--- src/sv/rrsp_pkg.sv ---
// Shared types and constants of the RESP2 reply stream parser.
`default_nettype none
package rrsp_pkg;

  localparam int LENGTH_WIDTH = 32;
  localparam int CMP_W = (LENGTH_WIDTH > 32) ? LENGTH_WIDTH : 32;
  localparam int INDEX_W = 31;

  localparam logic [LENGTH_WIDTH-1:0] LEN_MAX = {1'b0, {(LENGTH_WIDTH-1){1'b1}}};
  localparam logic [CMP_W-1:0] CNT_MAX = CMP_W'(32'h7FFF_FFFF);

  localparam logic [7:0] CH_CR     = 8'h0D;
  localparam logic [7:0] CH_LF     = 8'h0A;
  localparam logic [7:0] CH_PLUS   = 8'h2B;
  localparam logic [7:0] CH_MINUS  = 8'h2D;
  localparam logic [7:0] CH_COLON  = 8'h3A;
  localparam logic [7:0] CH_DOLLAR = 8'h24;
  localparam logic [7:0] CH_STAR   = 8'h2A;
  localparam logic [7:0] CH_0      = 8'h30;
  localparam logic [7:0] CH_9      = 8'h39;
  localparam logic [7:0] CH_O      = 8'h4F;
  localparam logic [7:0] CH_K      = 8'h4B;
  localparam logic [7:0] CH_E      = 8'h45;
  localparam logic [7:0] CH_R      = 8'h52;

  localparam logic [2:0] PM_NONE  = 3'd0;
  localparam logic [2:0] PM_FIRST = 3'd1;
  localparam logic [2:0] PM_OK    = 3'd3;
  localparam logic [2:0] PM_ERR   = 3'd4;
  localparam logic [2:0] PM_FAIL  = 3'd7;

  typedef enum logic [2:0] {
    KIND_STATUS  = 3'd0,
    KIND_ERROR   = 3'd1,
    KIND_INTEGER = 3'd2,
    KIND_BULK    = 3'd3,
    KIND_ARRAY   = 3'd4,
    KIND_UNKNOWN = 3'd5
  } kind_t;

  typedef enum logic [1:0] {
    ST_OK           = 2'd0,
    ST_NESTED       = 2'd1,
    ST_FRAMING      = 2'd2,
    ST_UNKNOWN_ELEM = 2'd3
  } status_t;

  typedef struct packed {
    logic                payload_valid;
    logic [7:0]          payload_byte;
    logic [INDEX_W-1:0]  element_index;
    logic                element_end;
    logic                element_null;
    kind_t               reply_kind;
    logic signed [31:0]  declared_count;
    logic                reply_done;
    status_t             parse_status;
    logic                ok_reply;
    logic                err_reply;
  } result_t;

endpackage
`default_nettype wire

--- src/sv/rrsp_if.sv ---
// Handshake channel interfaces for reply bytes and parse results.
`default_nettype none
interface rrsp_byte_if;
  logic       valid;
  logic       ready;
  logic [7:0] data_byte;
  logic       reply_start;

  modport source (output valid, output data_byte, output reply_start, input ready);
  modport sink (input valid, input data_byte, input reply_start, output ready);
endinterface

interface rrsp_result_if;
  logic               valid;
  logic               ready;
  logic               payload_valid;
  logic [7:0]         payload_byte;
  logic [30:0]        element_index;
  logic               element_end;
  logic               element_null;
  logic [2:0]         reply_kind;
  logic signed [31:0] declared_count;
  logic               reply_done;
  logic [1:0]         parse_status;
  logic               ok_reply;
  logic               err_reply;

  modport source (output valid, output payload_valid, output payload_byte,
                  output element_index, output element_end, output element_null,
                  output reply_kind, output declared_count, output reply_done,
                  output parse_status, output ok_reply, output err_reply,
                  input ready);
  modport sink (input valid, input payload_valid, input payload_byte,
                input element_index, input element_end, input element_null,
                input reply_kind, input declared_count, input reply_done,
                input parse_status, input ok_reply, input err_reply,
                output ready);
endinterface
`default_nettype wire

--- src/sv/rrsp_core.sv ---
// Per-byte parse state machine producing one result for each accepted byte.
`default_nettype none
module rrsp_core (
  input  wire logic             clk,
  input  wire logic             rst,
  input  wire logic             accept,
  input  wire logic [7:0]       data_byte,
  input  wire logic             reply_start,
  output rrsp_pkg::result_t     result
);

  localparam int LW = rrsp_pkg::LENGTH_WIDTH;
  localparam int IW = rrsp_pkg::INDEX_W;

  typedef enum logic [3:0] {
    PH_TYPE, PH_LINE, PH_LINE_LF, PH_HLEN, PH_HLEN_LF, PH_BULK, PH_BULK_CR,
    PH_BULK_LF, PH_ETYPE, PH_EINT, PH_EINT_LF, PH_ELEN, PH_ELEN_LF, PH_DONE
  } phase_t;

  phase_t              parse_phase, parse_phase_next, cur_phase;
  rrsp_pkg::kind_t     reply_type_held, reply_type_held_next, cur_type;
  logic [LW-1:0]       length_accum, length_accum_next, cur_accum;
  logic                length_negative, length_negative_next, cur_negative;
  logic [LW-1:0]       bulk_remaining, bulk_remaining_next, cur_remaining;
  logic [IW-1:0]       elements_declared, elements_declared_next, cur_declared;
  logic [IW-1:0]       elements_seen, elements_seen_next, cur_seen;
  logic [2:0]          prefix_match, prefix_match_next, cur_prefix;

  logic [LW+3:0]       accum_prod;
  logic [3:0]          digit;
  logic [IW-1:0]       seen_inc;
  logic [rrsp_pkg::CMP_W-1:0] accum_ext, cur_accum_ext;
  logic                cur_null, next_null;
  logic                do_length, do_bulk, do_finish;
  logic                o_pv, o_end, o_null, o_done;
  logic [7:0]          o_pb;
  rrsp_pkg::status_t   o_status;
  logic [IW-1:0]       o_idx;
  logic [31:0]         o_dc;

  always_comb begin
    cur_phase     = reply_start ? PH_TYPE : parse_phase;
    cur_type      = reply_start ? rrsp_pkg::KIND_UNKNOWN : reply_type_held;
    cur_accum     = reply_start ? '0 : length_accum;
    cur_negative  = reply_start ? 1'b0 : length_negative;
    cur_remaining = reply_start ? '0 : bulk_remaining;
    cur_declared  = reply_start ? '0 : elements_declared;
    cur_seen      = reply_start ? '0 : elements_seen;
    cur_prefix    = reply_start ? rrsp_pkg::PM_NONE : prefix_match;
  end

  assign cur_null = cur_negative && (cur_accum != '0);
  assign digit = (data_byte inside {[rrsp_pkg::CH_0:rrsp_pkg::CH_9]}) ?
                 4'(data_byte - rrsp_pkg::CH_0) : 4'd0;
  assign accum_prod = {cur_accum, 3'b000} + {2'b00, cur_accum, 1'b0} + (LW+4)'(digit);
  assign cur_accum_ext = rrsp_pkg::CMP_W'(cur_accum);
  assign seen_inc = cur_seen + 1'b1;

  always_comb begin
    parse_phase_next       = cur_phase;
    reply_type_held_next   = cur_type;
    length_accum_next      = cur_accum;
    length_negative_next   = cur_negative;
    bulk_remaining_next    = cur_remaining;
    elements_declared_next = cur_declared;
    elements_seen_next     = cur_seen;
    prefix_match_next      = cur_prefix;
    do_length = 1'b0;
    do_bulk   = 1'b0;
    do_finish = 1'b0;
    o_pv      = 1'b0;
    o_pb      = 8'h00;
    o_end     = 1'b0;
    o_null    = 1'b0;
    o_done    = 1'b0;
    o_status  = rrsp_pkg::ST_OK;

    case (cur_phase)
      PH_TYPE: begin
        parse_phase_next = PH_LINE;
        case (data_byte)
          rrsp_pkg::CH_PLUS: begin
            reply_type_held_next = rrsp_pkg::KIND_STATUS;
            prefix_match_next = rrsp_pkg::PM_FIRST;
          end
          rrsp_pkg::CH_MINUS: begin
            reply_type_held_next = rrsp_pkg::KIND_ERROR;
            prefix_match_next = rrsp_pkg::PM_FIRST;
          end
          rrsp_pkg::CH_COLON: reply_type_held_next = rrsp_pkg::KIND_INTEGER;
          rrsp_pkg::CH_DOLLAR: begin
            reply_type_held_next = rrsp_pkg::KIND_BULK;
            parse_phase_next = PH_HLEN;
          end
          rrsp_pkg::CH_STAR: begin
            reply_type_held_next = rrsp_pkg::KIND_ARRAY;
            parse_phase_next = PH_HLEN;
          end
          default: begin
            reply_type_held_next = rrsp_pkg::KIND_UNKNOWN;
            parse_phase_next = PH_DONE;
            o_done = 1'b1;
            o_status = rrsp_pkg::ST_UNKNOWN_ELEM;
          end
        endcase
      end
      PH_LINE: begin
        if (data_byte == rrsp_pkg::CH_CR) begin
          parse_phase_next = PH_LINE_LF;
        end else begin
          o_pv = 1'b1;
          o_pb = data_byte;
          if (cur_type == rrsp_pkg::KIND_STATUS && cur_prefix >= rrsp_pkg::PM_FIRST &&
              cur_prefix < rrsp_pkg::PM_OK) begin
            prefix_match_next = (data_byte == ((cur_prefix == rrsp_pkg::PM_FIRST) ?
                                 rrsp_pkg::CH_O : rrsp_pkg::CH_K)) ?
                                cur_prefix + 3'd1 : rrsp_pkg::PM_FAIL;
          end else if (cur_type == rrsp_pkg::KIND_ERROR &&
                       cur_prefix >= rrsp_pkg::PM_FIRST && cur_prefix < rrsp_pkg::PM_ERR) begin
            prefix_match_next = (data_byte == ((cur_prefix == rrsp_pkg::PM_FIRST) ?
                                 rrsp_pkg::CH_E : rrsp_pkg::CH_R)) ?
                                cur_prefix + 3'd1 : rrsp_pkg::PM_FAIL;
          end
        end
      end
      PH_LINE_LF: begin
        parse_phase_next = PH_DONE;
        o_done = 1'b1;
        if (data_byte == rrsp_pkg::CH_LF) begin
          o_end = 1'b1;
        end else begin
          o_status = rrsp_pkg::ST_FRAMING;
        end
      end
      PH_HLEN, PH_ELEN: begin
        if (data_byte == rrsp_pkg::CH_CR) begin
          parse_phase_next = (cur_phase == PH_HLEN) ? PH_HLEN_LF : PH_ELEN_LF;
        end else begin
          do_length = 1'b1;
        end
      end
      PH_HLEN_LF: begin
        if (data_byte != rrsp_pkg::CH_LF) begin
          parse_phase_next = PH_DONE;
          o_done = 1'b1;
          o_status = rrsp_pkg::ST_FRAMING;
        end else if (cur_type == rrsp_pkg::KIND_BULK) begin
          do_bulk = 1'b1;
        end else if (cur_null || cur_accum == '0) begin
          parse_phase_next = PH_DONE;
          o_done = 1'b1;
        end else begin
          elements_declared_next = (cur_accum_ext > rrsp_pkg::CNT_MAX) ?
                                   IW'(rrsp_pkg::CNT_MAX) : IW'(cur_accum_ext);
          elements_seen_next = '0;
          parse_phase_next = PH_ETYPE;
        end
      end
      PH_ELEN_LF: begin
        if (data_byte == rrsp_pkg::CH_LF) begin
          do_bulk = 1'b1;
        end else begin
          parse_phase_next = PH_DONE;
          o_done = 1'b1;
          o_status = rrsp_pkg::ST_FRAMING;
        end
      end
      PH_BULK: begin
        o_pv = 1'b1;
        o_pb = data_byte;
        bulk_remaining_next = cur_remaining - 1'b1;
        if (cur_remaining == LW'(1)) begin
          parse_phase_next = PH_BULK_CR;
        end
      end
      PH_BULK_CR: begin
        if (data_byte == rrsp_pkg::CH_CR) begin
          parse_phase_next = PH_BULK_LF;
        end else begin
          parse_phase_next = PH_DONE;
          o_done = 1'b1;
          o_status = rrsp_pkg::ST_FRAMING;
        end
      end
      PH_BULK_LF, PH_EINT_LF: begin
        if (data_byte == rrsp_pkg::CH_LF) begin
          do_finish = 1'b1;
        end else begin
          parse_phase_next = PH_DONE;
          o_done = 1'b1;
          o_status = rrsp_pkg::ST_FRAMING;
        end
      end
      PH_ETYPE: begin
        case (data_byte)
          rrsp_pkg::CH_COLON: parse_phase_next = PH_EINT;
          rrsp_pkg::CH_DOLLAR: begin
            length_accum_next = '0;
            length_negative_next = 1'b0;
            parse_phase_next = PH_ELEN;
          end
          rrsp_pkg::CH_STAR: begin
            parse_phase_next = PH_DONE;
            o_done = 1'b1;
            o_status = rrsp_pkg::ST_NESTED;
          end
          default: begin
            parse_phase_next = PH_DONE;
            o_done = 1'b1;
            o_status = rrsp_pkg::ST_UNKNOWN_ELEM;
          end
        endcase
      end
      PH_EINT: begin
        if (data_byte == rrsp_pkg::CH_CR) begin
          parse_phase_next = PH_EINT_LF;
        end else begin
          o_pv = 1'b1;
          o_pb = data_byte;
        end
      end
      default: begin
        o_status = rrsp_pkg::ST_FRAMING;
      end
    endcase

    if (do_length) begin
      if (data_byte == rrsp_pkg::CH_MINUS && cur_accum == '0) begin
        length_negative_next = 1'b1;
      end else if (accum_prod > (LW+4)'(rrsp_pkg::LEN_MAX)) begin
        length_accum_next = rrsp_pkg::LEN_MAX;
      end else begin
        length_accum_next = accum_prod[LW-1:0];
      end
    end

    if (do_bulk) begin
      if (cur_null) begin
        o_null = 1'b1;
        do_finish = 1'b1;
      end else if (cur_accum == '0) begin
        parse_phase_next = PH_BULK_CR;
      end else begin
        bulk_remaining_next = cur_accum;
        parse_phase_next = PH_BULK;
      end
    end

    if (do_finish) begin
      o_end = 1'b1;
      if (cur_type == rrsp_pkg::KIND_ARRAY) begin
        elements_seen_next = seen_inc;
        if (seen_inc >= cur_declared) begin
          parse_phase_next = PH_DONE;
          o_done = 1'b1;
        end else begin
          parse_phase_next = PH_ETYPE;
        end
      end else begin
        parse_phase_next = PH_DONE;
        o_done = 1'b1;
      end
    end
  end

  assign o_idx = (cur_type == rrsp_pkg::KIND_ARRAY && cur_phase != PH_DONE) ? cur_seen : '0;
  assign next_null = length_negative_next && (length_accum_next != '0);
  assign accum_ext = rrsp_pkg::CMP_W'(length_accum_next);
  assign o_dc = next_null ? 32'hFFFF_FFFF :
                (accum_ext > rrsp_pkg::CNT_MAX) ? 32'(rrsp_pkg::CNT_MAX) : 32'(accum_ext);

  always_comb begin
    result.payload_valid  = o_pv;
    result.payload_byte   = o_pb;
    result.element_index  = o_idx;
    result.element_end    = o_end;
    result.element_null   = o_null;
    result.reply_kind     = reply_type_held_next;
    result.declared_count = o_dc;
    result.reply_done     = o_done;
    result.parse_status   = o_status;
    result.ok_reply       = (reply_type_held_next == rrsp_pkg::KIND_STATUS) &&
                            (prefix_match_next == rrsp_pkg::PM_OK);
    result.err_reply      = (reply_type_held_next == rrsp_pkg::KIND_ERROR) &&
                            (prefix_match_next == rrsp_pkg::PM_ERR);
  end

  always_ff @(posedge clk) begin
    if (rst) begin
      parse_phase       <= PH_TYPE;
      reply_type_held   <= rrsp_pkg::KIND_UNKNOWN;
      length_accum      <= '0;
      length_negative   <= 1'b0;
      bulk_remaining    <= '0;
      elements_declared <= '0;
      elements_seen     <= '0;
      prefix_match      <= rrsp_pkg::PM_NONE;
    end else if (accept) begin
      parse_phase       <= parse_phase_next;
      reply_type_held   <= reply_type_held_next;
      length_accum      <= length_accum_next;
      length_negative   <= length_negative_next;
      bulk_remaining    <= bulk_remaining_next;
      elements_declared <= elements_declared_next;
      elements_seen     <= elements_seen_next;
      prefix_match      <= prefix_match_next;
    end
  end

endmodule
`default_nettype wire

--- src/sv/rrsp_skid.sv ---
// Two-entry result buffer that decouples the parser from the output channel.
`default_nettype none
module rrsp_skid (
  input  wire logic              clk,
  input  wire logic              rst,
  input  wire logic              push,
  input  wire rrsp_pkg::result_t push_data,
  input  wire logic              pop,
  output logic                   full,
  output logic                   head_valid,
  output rrsp_pkg::result_t      head
);

  logic [1:0]        count;
  rrsp_pkg::result_t spare;

  assign full = (count == 2'd2);
  assign head_valid = (count != 2'd0);

  always_ff @(posedge clk) begin
    if (rst) begin
      count <= 2'd0;
    end else begin
      case (count)
        2'd0: begin
          if (push) begin
            count <= 2'd1;
          end
        end
        2'd1: begin
          if (push && !pop) begin
            count <= 2'd2;
          end else if (!push && pop) begin
            count <= 2'd0;
          end
        end
        default: begin
          if (pop) begin
            count <= 2'd1;
          end
        end
      endcase
    end
  end

  always_ff @(posedge clk) begin
    if (count == 2'd2) begin
      if (pop) begin
        head <= spare;
      end
    end else if (push && (count == 2'd0 || pop)) begin
      head <= push_data;
    end else if (push) begin
      spare <= push_data;
    end
  end

endmodule
`default_nettype wire

--- src/sv/resp_reply_stream_parser_top.sv ---
// Top level of the RESP2 reply stream parser.
//
//   Channel   Dir  Handshake       Item
//   data_in   in   valid / ready   data_byte, reply_start
//   results   out  valid / ready   one parse result per accepted byte
//
// Each accepted byte is parsed in the cycle it is taken; its result is registered
// in the result buffer; one byte per cycle is sustained while results are taken.
// The two-entry result buffer lets a byte be taken while one result waits.
// Synchronous reset returns the parser to waiting for a reply type byte and
// empties the buffer; no item is taken while both buffer entries are held.
`default_nettype none
module resp_reply_stream_parser_top (
  input  wire logic      clk,
  input  wire logic      rst,
  rrsp_byte_if.sink      data_in,
  rrsp_result_if.source  results
);

  rrsp_pkg::result_t parsed;
  rrsp_pkg::result_t head;
  logic              accept;
  logic              full;
  logic              head_valid;

  assign data_in.ready = !full;
  assign accept = data_in.valid && !full;

  rrsp_core u_core (
    .clk         (clk),
    .rst         (rst),
    .accept      (accept),
    .data_byte   (data_in.data_byte),
    .reply_start (data_in.reply_start),
    .result      (parsed)
  );

  rrsp_skid u_skid (
    .clk        (clk),
    .rst        (rst),
    .push       (accept),
    .push_data  (parsed),
    .pop        (head_valid && results.ready),
    .full       (full),
    .head_valid (head_valid),
    .head       (head)
  );

  assign results.valid          = head_valid;
  assign results.payload_valid  = head.payload_valid;
  assign results.payload_byte   = head.payload_byte;
  assign results.element_index  = head.element_index;
  assign results.element_end    = head.element_end;
  assign results.element_null   = head.element_null;
  assign results.reply_kind     = head.reply_kind;
  assign results.declared_count = head.declared_count;
  assign results.reply_done     = head.reply_done;
  assign results.parse_status   = head.parse_status;
  assign results.ok_reply       = head.ok_reply;
  assign results.err_reply      = head.err_reply;

endmodule
`default_nettype wire

--- src/flat_wrapper.sv ---
// flat-port wrapper written by rule: the top's interface ports become plain ports
module resp_reply_stream_parser_top_flat 
  (clk, rst, data_in_valid, data_in_data_byte, data_in_reply_start, data_in_ready, results_valid, results_payload_valid, results_payload_byte, results_element_index, results_element_end, results_element_null, results_reply_kind, results_declared_count, results_reply_done, results_parse_status, results_ok_reply, results_err_reply, results_ready);
  rrsp_byte_if data_in_i ();
  rrsp_result_if results_i ();
  input  wire logic clk;
  input  wire logic rst;
  input wire logic [$bits(data_in_i.valid)-1:0] data_in_valid;
  input wire logic [$bits(data_in_i.data_byte)-1:0] data_in_data_byte;
  input wire logic [$bits(data_in_i.reply_start)-1:0] data_in_reply_start;
  output wire logic [$bits(data_in_i.ready)-1:0] data_in_ready;
  output wire logic [$bits(results_i.valid)-1:0] results_valid;
  output wire logic [$bits(results_i.payload_valid)-1:0] results_payload_valid;
  output wire logic [$bits(results_i.payload_byte)-1:0] results_payload_byte;
  output wire logic [$bits(results_i.element_index)-1:0] results_element_index;
  output wire logic [$bits(results_i.element_end)-1:0] results_element_end;
  output wire logic [$bits(results_i.element_null)-1:0] results_element_null;
  output wire logic [$bits(results_i.reply_kind)-1:0] results_reply_kind;
  output wire logic [$bits(results_i.declared_count)-1:0] results_declared_count;
  output wire logic [$bits(results_i.reply_done)-1:0] results_reply_done;
  output wire logic [$bits(results_i.parse_status)-1:0] results_parse_status;
  output wire logic [$bits(results_i.ok_reply)-1:0] results_ok_reply;
  output wire logic [$bits(results_i.err_reply)-1:0] results_err_reply;
  input wire logic [$bits(results_i.ready)-1:0] results_ready;
  assign data_in_i.valid = data_in_valid;
  assign data_in_i.data_byte = data_in_data_byte;
  assign data_in_i.reply_start = data_in_reply_start;
  assign data_in_ready = data_in_i.ready;
  assign results_valid = results_i.valid;
  assign results_payload_valid = results_i.payload_valid;
  assign results_payload_byte = results_i.payload_byte;
  assign results_element_index = results_i.element_index;
  assign results_element_end = results_i.element_end;
  assign results_element_null = results_i.element_null;
  assign results_reply_kind = results_i.reply_kind;
  assign results_declared_count = results_i.declared_count;
  assign results_reply_done = results_i.reply_done;
  assign results_parse_status = results_i.parse_status;
  assign results_ok_reply = results_i.ok_reply;
  assign results_err_reply = results_i.err_reply;
  assign results_i.ready = results_ready;
  resp_reply_stream_parser_top u_core (.clk(clk), .rst(rst), .data_in(data_in_i), .results(results_i));
endmodule
--- config.mk ---
export PLATFORM = sky130hd
export DESIGN_NAME = resp_reply_stream_parser_top_flat
export DESIGN_NICKNAME = d
export VERILOG_FILES = /design/src/sv/rrsp_pkg.sv /design/src/sv/rrsp_if.sv /design/src/sv/rrsp_core.sv /design/src/sv/rrsp_skid.sv /design/src/sv/resp_reply_stream_parser_top.sv /design/src/flat_wrapper.sv
export SDC_FILE = /design/constraint.sdc
export NUM_CORES = 1
export LEC_CHECK = 0
export ABC_AREA = 1
export BUFFER_PORTS_ARGS = -buffer_cell sky130_fd_sc_hd__buf_2
export CAP_MARGIN = 20
export CORE_ASPECT_RATIO = 1.1
export CORE_MARGIN = 2
export CORE_UTILIZATION = 60
export CTS_BUF_LIST = sky130_fd_sc_hd__clkbuf_8
export CTS_CLUSTER_DIAMETER = 120
export CTS_CLUSTER_SIZE = 25
export DETAILED_ROUTE_END_ITERATION = 6
export MAX_ROUTING_LAYER = met4
export PLACE_DENSITY = 0.78
export SETUP_SLACK_MARGIN = 0.02
export SYNTH_ARGS = -nofsm -noshare
export SYNTH_HDL_FRONTEND = slang
export SYNTH_SLANG_ARGS = --single-unit
--- constraint.sdc ---
create_clock -name clk -period 10.35 [get_ports clk]
set_input_delay 1.5525 -clock clk [delete_from_list [all_inputs] [get_ports clk]]
set_output_delay 1.5525 -clock clk [all_outputs]
set_load 0.05 [all_outputs]
# Word-level counts from Yosys, hierarchy flattened
# Index checks and enable logic that the tools add are counted.
# op_classes
n_reduce_logical,45
n_eq_ne,36
n_bitwise,2
muxes,106
order_cmp,9
add_sub_neg,6
# op_table
cell,n
31-bit 2-to-1 mux,14
32-bit 2-to-1 mux,13
82-bit 2-to-1 mux,3
"32-bit by 31-bit greater-than comparator with 1-bit output, second input constant",2
32-bit nonzero test,2
4-bit 2-to-1 mux,15
"8-bit by 6-bit equality test with 1-bit output, second input constant",5
4-bit one-hot mux with 10 select lines,1
35-bit by 33-bit adder with 36-bit output,1
36-bit by 4-bit adder with 36-bit output,1
"36-bit by 31-bit greater-than comparator with 1-bit output, second input constant",1
3-bit 2-to-1 mux,12
"32-bit by 1-bit equality test with 1-bit output, second input constant",1
32-bit logical NOT,1
"32-bit by 1-bit subtractor with 32-bit output, second input constant",1
"31-bit by 1-bit adder with 31-bit output, second input constant",1
31-bit >= comparator,1
1-bit 2-to-1 mux,26
"4-bit equality test, second input constant",5
2-bit 2-to-1 mux,9
"4-bit by 3-bit equality test with 1-bit output, second input constant",4
"8-bit by 4-bit equality test with 1-bit output, second input constant",2
8-bit by 7-bit equality test with 1-bit output,2
1-bit logical AND,16
other kinds (42),65
# totals
input_bits,13
word_cells,235
ff_bits,303

# Logic depth before layout (Yosys ltp)
# Gate-level depths: netlist of run 1.
# logic_depth
word_depth,13
ltp_mapped,34
ltp_nobuf,33

# By module
# A second synthesis of run 1 with hierarchy kept.
# hier_totals
cells_unflattened,2850
hier_area_um2,20126.8
# modules_own_cells
module,instances,cells_per_inst,area_each_um2,seq_area_each_um2
rrsp_core,1,2396,13959.6,2742.6
rrsp_skid,1,449,6145.9,4964.8
resp_reply_stream_parser_top,1,5,21.3,0.0

# Worst setup path after synthesis of run 1
# No wires, ideal clock.
# synth_timing
path_type,input to register
start,input data_in_valid
end,register u_core.u_skid.spare[0] (netlist name) (enable)
setup_slack_ns,1.924
t_required_ns,9.726
arrival_time_ns,7.802
cell_stages,5
cell_sequence,inv_1 nor2_1 inv_1 clkbuf_1 nor3_1
# synth_via
elab_chain_len,4
# synth_lines
element,line,source
from (decl),flat_wrapper.sv:8,input wire logic [$bits(data_in_i.valid)-1:0] data_in_valid;
1-bit logical AND (*),resp_reply_stream_parser_top.sv:27,assign accept = data_in.valid && !full;
1-bit logical AND,rrsp_skid.sv:51,end else if (push && (count == 2'd0 || pop)) begin
1-bit NOT (no source line),--,
3-bit AND reduction (no source line) (*),--,
to (signal assigned),rrsp_skid.sv:54,spare <= push_data;
to (decl),rrsp_skid.sv:15,rrsp_pkg::result_t spare;
# Every way passes the cells marked *; elsewhere a longest branch is shown, timed or not.
# A chain may end at the register's enable or synchronous reset.

==> results.toml, run 1 <==
[run_status]
status = "complete, no violations"

[global_route]
grt_max_degree = 108
grt.total_usage_pct = 34.8
grt_pass1_vias = 17600
grt_pass1_wl_um = 94100
gr-total-overflow = 0
antenna_found_initial = 1

[worst_setup_path]
arrival_ps = 7170
max_stage_delay_ps = 490
start_kind = "primary input"
path_class = "in2reg"
critPathMaxFanout = 37
critPathCaptureType = "flop"
path_common_cell = "nand2_1"
cp.required_ps = 10720
slowest_stage = "inv_2"

[synth]
yosys.area.top_type = "edfxtp_1"
ys_warn_count = 0
syn_inst = 2817
synth.yosys.seq_area_share_pct = 38.1
synth_area_um2 = 20200
synth_fp_nets = 2932
ys_ff_latch = 303
ys_types = 59
synth_async_sr_flop_share_pct = 0
syn_avg_cell_area_um2 = 7.18
synth.area.top_cells = "edfxtp_1 24%, nand2_1 14%, dfxtp_1 14%, inv_1 7.2%, ha_1 6.2%"
synth_top_area_share_pct = 24.4
synth-edff-count = 164
synth_ff_type = "edfxtp_1"

[min_path]
hp-class = "reg2reg"

[floorplan]
core_um2 = 33200
initial_core_util_pct = 60.9
ios = 97
die-width_um = 179
rows = 70
dieArea_um2 = 35200
die_h_um = 197

[final_layout]
final_common_cell = "nand2_1"
final_cell_mix = "748 x nand2_1, 396 x inv_1, 311 x nor2_1"
drive_gt1_share_pct = 9.11
syn2layout_area_growth_pct = 4.64
stdcell_area_um2 = 21200
final_cells = 3277
fin_nets = 2950

[power]
peakVddDrop_mv = 0.146
power.density_nw_per_um2 = 175
power_mw = 3.71
p_leak_nw = 10.2

[timing]
tns_ps = 0
post-route-min-period_ps = 6800
timing.final.crit_share_pct = 65.7
finClkSkew_ps = 42.0
setup_ws_ps = 3550
worst_pin_slew_ps = 1150
slew_headroom_pct = 23.6
finalSetupViolCount = 0
max_freq_mhz = 147
slew_violations = 0
hold_viol = 0
rsz0062_at_grt = "false"

[clock_tree]
clk_path_buf_depth = 3
clk_latency_ps = 600
cts.sinks = 303
postCtsSetupBuffers = 0
htreeDepth = 1
cts.clk_slew.worst_paths_ps = 150
cts_resized = 0
cts_root_buffer = "clkbuf_8"
ctsHoldBuffers = 0
cts-buffers-inserted = 16
cts_tree = "yes"

[place]
dp_cells = 3249
io_buffers = 96
pre_cts_ws_ps = 2990
placed_area_um2 = 20900
dpl.hpwl_um = 43500
gp_congestion = 1.02

[drt]
dr.pass1.iters = 6
via_count = 18600
wl_per_cell_um = 18.0
routed_via_density = 5.67
drt_iter0_markers = 1885
detail-route-antenna-nets = 0
wl_um = 59100
drc_errors = 0

[job]
cap_violations = 0
## registers in the layout (all words and copies together), names as in the netlist
register                         count
u_core.u_core.bulk_remaining        32
u_core.u_core.elements_declared     31
u_core.u_core.elements_seen         31
u_core.u_core.length_accum          32
u_core.u_core.length_negative        1
u_core.u_core.parse_phase            4
u_core.u_core.prefix_match           3
u_core.u_core.reply_type_held        3
u_core.u_skid.count                  2
u_core.u_skid.head                  82
u_core.u_skid.spare                 82
## critical path: cells and delay by family
family,cells,cell delay (ps)
and+or+nand+nor,23,3620
buffers and inverters,4,1230
adders and majority gates,2,700
## synthesized netlist by cell type, types with 18 or more instances
cell type,count
nand2_2,27
clkbuf_1,73
ha_1,100
edfxtp_1,164
o21ai_0,157
nand4_1,42
dfxtp_1,139
nand3_1,85
a21oi_1,216
nand2_1,748
xor2_1,48
inv_2,18
inv_1,389
nor2_1,313
o211ai_1,45
nor3_1,34
## worst paths after layout
kind | slack (ps) | depth (start not counted) | from | to
hold reg to reg | 480 | 2 | u_core.u_core.elements_declared[14]$_SDFFE_PP0P_ | u_core.u_core.elements_declared[14]$_SDFFE_PP0P_
setup / recovery | 3550 | 29 | data_in_reply_start | u_core.u_skid.head[6]$_DFFE_PP_
setup reg to reg | 4750 | 28 | u_core.u_core.length_accum[2]$_SDFFE_PP0P_ | u_core.u_skid.head[6]$_DFFE_PP_
hold / removal | 480 | 2 | u_core.u_core.elements_declared[14]$_SDFFE_PP0P_ | u_core.u_core.elements_declared[14]$_SDFFE_PP0P_
## stage by stage
step	utilization, %	hold WS (ps)
after floorplan	-	441
after global placement	62.8	452
after detailed placement	62.8	455
after CTS	63.7	476
after global routing	63.7	491
final	63.7	476
## layout make-up
type,count,area (um2)
antenna,1,2.50
timing repair buffer,115,626
clock buffer,17,234
sequential,303,7710
multi-input combinational,1989,10400
fill,3088,12000
tap,432,541
inverter,410,1540
clock inverter,10,57.6
## kinds of logic (layout without fill, tap and decap cells)
logic type / after synthesis / after routing / share of synthesized area (%)
AND/OR/NAND/NOR: 1323 / 1323 / 28.2
buffers and inverters: 525 / 552 / 10.4
AO/OA/AOI/OAI: 501 / 501 / 14.1
flip-flops: 303 / 303 / 38.1
adder cells (fa/ha/maj): 102 / 102 / 6.39
XOR/XNOR: 63 / 63 / 2.73
other: 0 / 1 / 0
## power by group
group / switching [mW] / internal [mW] / total, mW
combinational: 1.19 / 0.338 / 1.53
sequential: 0.0756 / 1.56 / 1.63
clock: 0.390 / 0.160 / 0.551
total: 1.65 / 2.06 / 3.71
## metal layers
layer | GRT usage (%) | up-vias | part of all wire, %
met4 | 15.3 | 0 | 5.2
met5 | - | - | 0
met1 | 43.7 | 8579 | 42
met2 | 57.2 | 674 | 47
li1 | - | 9191 | -
met3 | 3.11 | 149 | 5.8
(Power assumes the default switching activity.)
==> run 2, diff against run 1 <==
--- a/config.mk
+++ b/config.mk
@@ -10,13 +10,13 @@
 export CAP_MARGIN = 20
 export CORE_ASPECT_RATIO = 1.1
 export CORE_MARGIN = 2
-export CORE_UTILIZATION = 60
+export CORE_UTILIZATION = 58
 export CTS_BUF_LIST = sky130_fd_sc_hd__clkbuf_8
 export CTS_CLUSTER_DIAMETER = 120
 export CTS_CLUSTER_SIZE = 25
 export DETAILED_ROUTE_END_ITERATION = 6
 export MAX_ROUTING_LAYER = met4
-export PLACE_DENSITY = 0.78
+export PLACE_DENSITY = 0.79
 export SETUP_SLACK_MARGIN = 0.02
 export SYNTH_ARGS = -nofsm -noshare
 export SYNTH_HDL_FRONTEND = slang
==> constraint.sdc (replaced) <==
create_clock -name clk -period 5.9 [get_ports clk]
set_input_delay 0.885 -clock clk [delete_from_list [all_inputs] [get_ports clk]]
set_output_delay 0.885 -clock clk [all_outputs]
set_load 0.05 [all_outputs]
==> run 2 against run 1 <==
Compared with the run above: the run now ends with design-rule violations left; critical path depth is 5 higher; sequential share of layout area shrank 0.67 points; sequential power is 76% higher; largest power group unchanged; design area grew 1.9%.
==> results.toml, run 2 (synthesis gave the netlist of run 1 again) <==
[final_layout]
stdcell_area_um2 = 21600
nFillCells = 3226
seq_area_um2 = 7710
final_cells = 3325
largestRegisters = "u_core.u_skid.head (82), u_core.u_skid.spare (82)"
final_cell_mix = "748 x nand2_1, 396 x inv_1, 311 x nor2_1"
syn2layout_area_growth_pct = 6.60
final_common_cell = "nand2_1"
post-route-util_pct = 62.8
fin_nets = 2992
multi_input_area_um2 = 10500
drive_gt1_share_pct = 10.4

[clock_tree]
ctsHoldBuffers = 0
cts.clk_slew.worst_paths_ps = 150
clk_path_buf_depth = 3
postCtsSetupBuffers = 0
htreeDepth = 1
cts_tree = "yes"
cts_root_buffer = "clkbuf_8"
cts-buffers-inserted = 16
cts_resized = 0
clk_latency_ps = 590
cts.sinks = 303

[drt]
wl_per_cell_um = 18.8
dr.pass1.iters = 7
detail-route-antenna-nets = 0
route.met3.wl_um = 4070
wl_um = 62400
top_layer = "met4"
drt_iter0_markers = 1936
routed_via_density = 5.73
via_count = 19100
wl_met2_um = 29500
met1_length_um = 25300
drc_errors = 2

[timing]
hold_viol = 0
max_freq_mhz = 191
post-route-min-period_ps = 5240
rsz0062_at_grt = "false"
tns_ps = 0
slew_violations = 0
hold_ws_ps = 475
timing.final.crit_share_pct = 88.9
worst_pin_slew_ps = 1130
finClkSkew_ps = 22.8
setup_ws_ps = 657
slew_headroom_pct = 24.5
finalSetupViolCount = 0

[place]
gp_congestion = 1.04
io_buffers = 96
dp_cells = 3296
pre_cts_ws_ps = 100
placed_area_um2 = 21200
dpl.hpwl_um = 46300

[worst_setup_path]
critPathCaptureType = "flop"
path_common_cell = "nand2_1"
arrival_ps = 5600
r2r-start = "u_core.u_core.length_accum[7]$_SDFFE_PP0P_"
critPathMaxFanout = 7
cp.required_ps = 6260
reg2reg_slack_ps = 1050
start_kind = "primary input"
r2r-end = "u_core.u_skid.head[26]$_DFFE_PP_"
path_class = "in2reg"
reg2reg_depth = 28
slowest_stage = "fa_1"
max_stage_delay_ps = 540

[global_route]
gr-total-overflow = 0
grt.total_usage_pct = 34.9
grt_pass1_vias = 17800
grt_max_degree = 122
grt_pass1_wl_um = 97400
antenna_found_initial = 1

[power]
clkPwrFrac_pct = 14.6
combPwrFrac_pct = 41.9
p_leak_nw = 10.4
p_seq_share_pct = 43.5
peakVddDrop_mv = 0.287
power_mw = 6.59
p_sw_mw = 2.94
p_sw_share_pct = 44.6
power.density_nw_per_um2 = 306
p_int_mw = 3.65

[floorplan]
dieArea_um2 = 36400
die_h_um = 200
die-width_um = 182
core_um2 = 34300
rows = 71
ios = 97
initial_core_util_pct = 59.0

[run_status]
status = "complete, but fails checks"
failed_checks = "design-rule violations"

[job]
cap_violations = 0

[min_path]
min_to = "u_core.u_core.elements_declared[10]$_SDFFE_PP0P_"
holdPathStages = 2
hp-class = "reg2reg"
hp-start = "u_core.u_core.elements_declared[10]$_SDFFE_PP0P_"
==> run 2: power groups by stage <==
stage,logic (mW),registers (mW),clock network (mW)
floorplan,1.27,3.67,0
global placement,2.69,2.90,0
detailed placement,2.73,2.91,0
CTS,2.74,2.87,0.976
global route,2.98,2.90,1.03
finish,2.76,2.87,0.965
==> run 2: worst max-delay path by stage <==
stage                                                    from                                to  slack, ps  cells after the start
final                                    data_in_data_byte[3]  u_core.u_skid.head[26]$_DFFE_PP_        660                     34
after global routing                     data_in_data_byte[3]  u_core.u_skid.head[27]$_DFFE_PP_        180                     34
after CTS                                data_in_data_byte[3]  u_core.u_skid.head[26]$_DFFE_PP_        720                     34
after detailed placement                 data_in_data_byte[3]  u_core.u_skid.head[26]$_DFFE_PP_        100                     34
after global placement                   data_in_data_byte[3]  u_core.u_skid.head[24]$_DFFE_PP_        210                     34
after floorplan           u_core.u_skid.count[1]$_SDFFE_PP0P_   u_core.u_skid.head[0]$_DFFE_PP_        200                      5
==> run 2: critical path: cells and delay by family <==
| kind | cells | cell delay (ps) |
|---|---|---|
| AO/OA/AOI/OAI | 1 | 190 |
| adder cells (fa/ha/maj) | 2 | 1010 |
| buffers and inverters | 5 | 580 |
| AND/OR/NAND/NOR | 26 | 2920 |
==> run 2: cell type report <==
type | count | share of cell area (%)
inverter | 410 | 7.15
timing repair buffer | 157 | 4.69
sequential | 303 | 35.8
multi-input combinational | 1989 | 48.5
tap | 438 | 2.54
clock buffer | 17 | 1.09
antenna | 1 | 0.0116
clock inverter | 10 | 0.255
==> run 2: metal layers <==
layer,GRT usage [%],up-vias
met5,-,-
met4,17.0,0
met3,4.26,171
met2,57.9,715
met1,42.7,8908
li1,-,9273
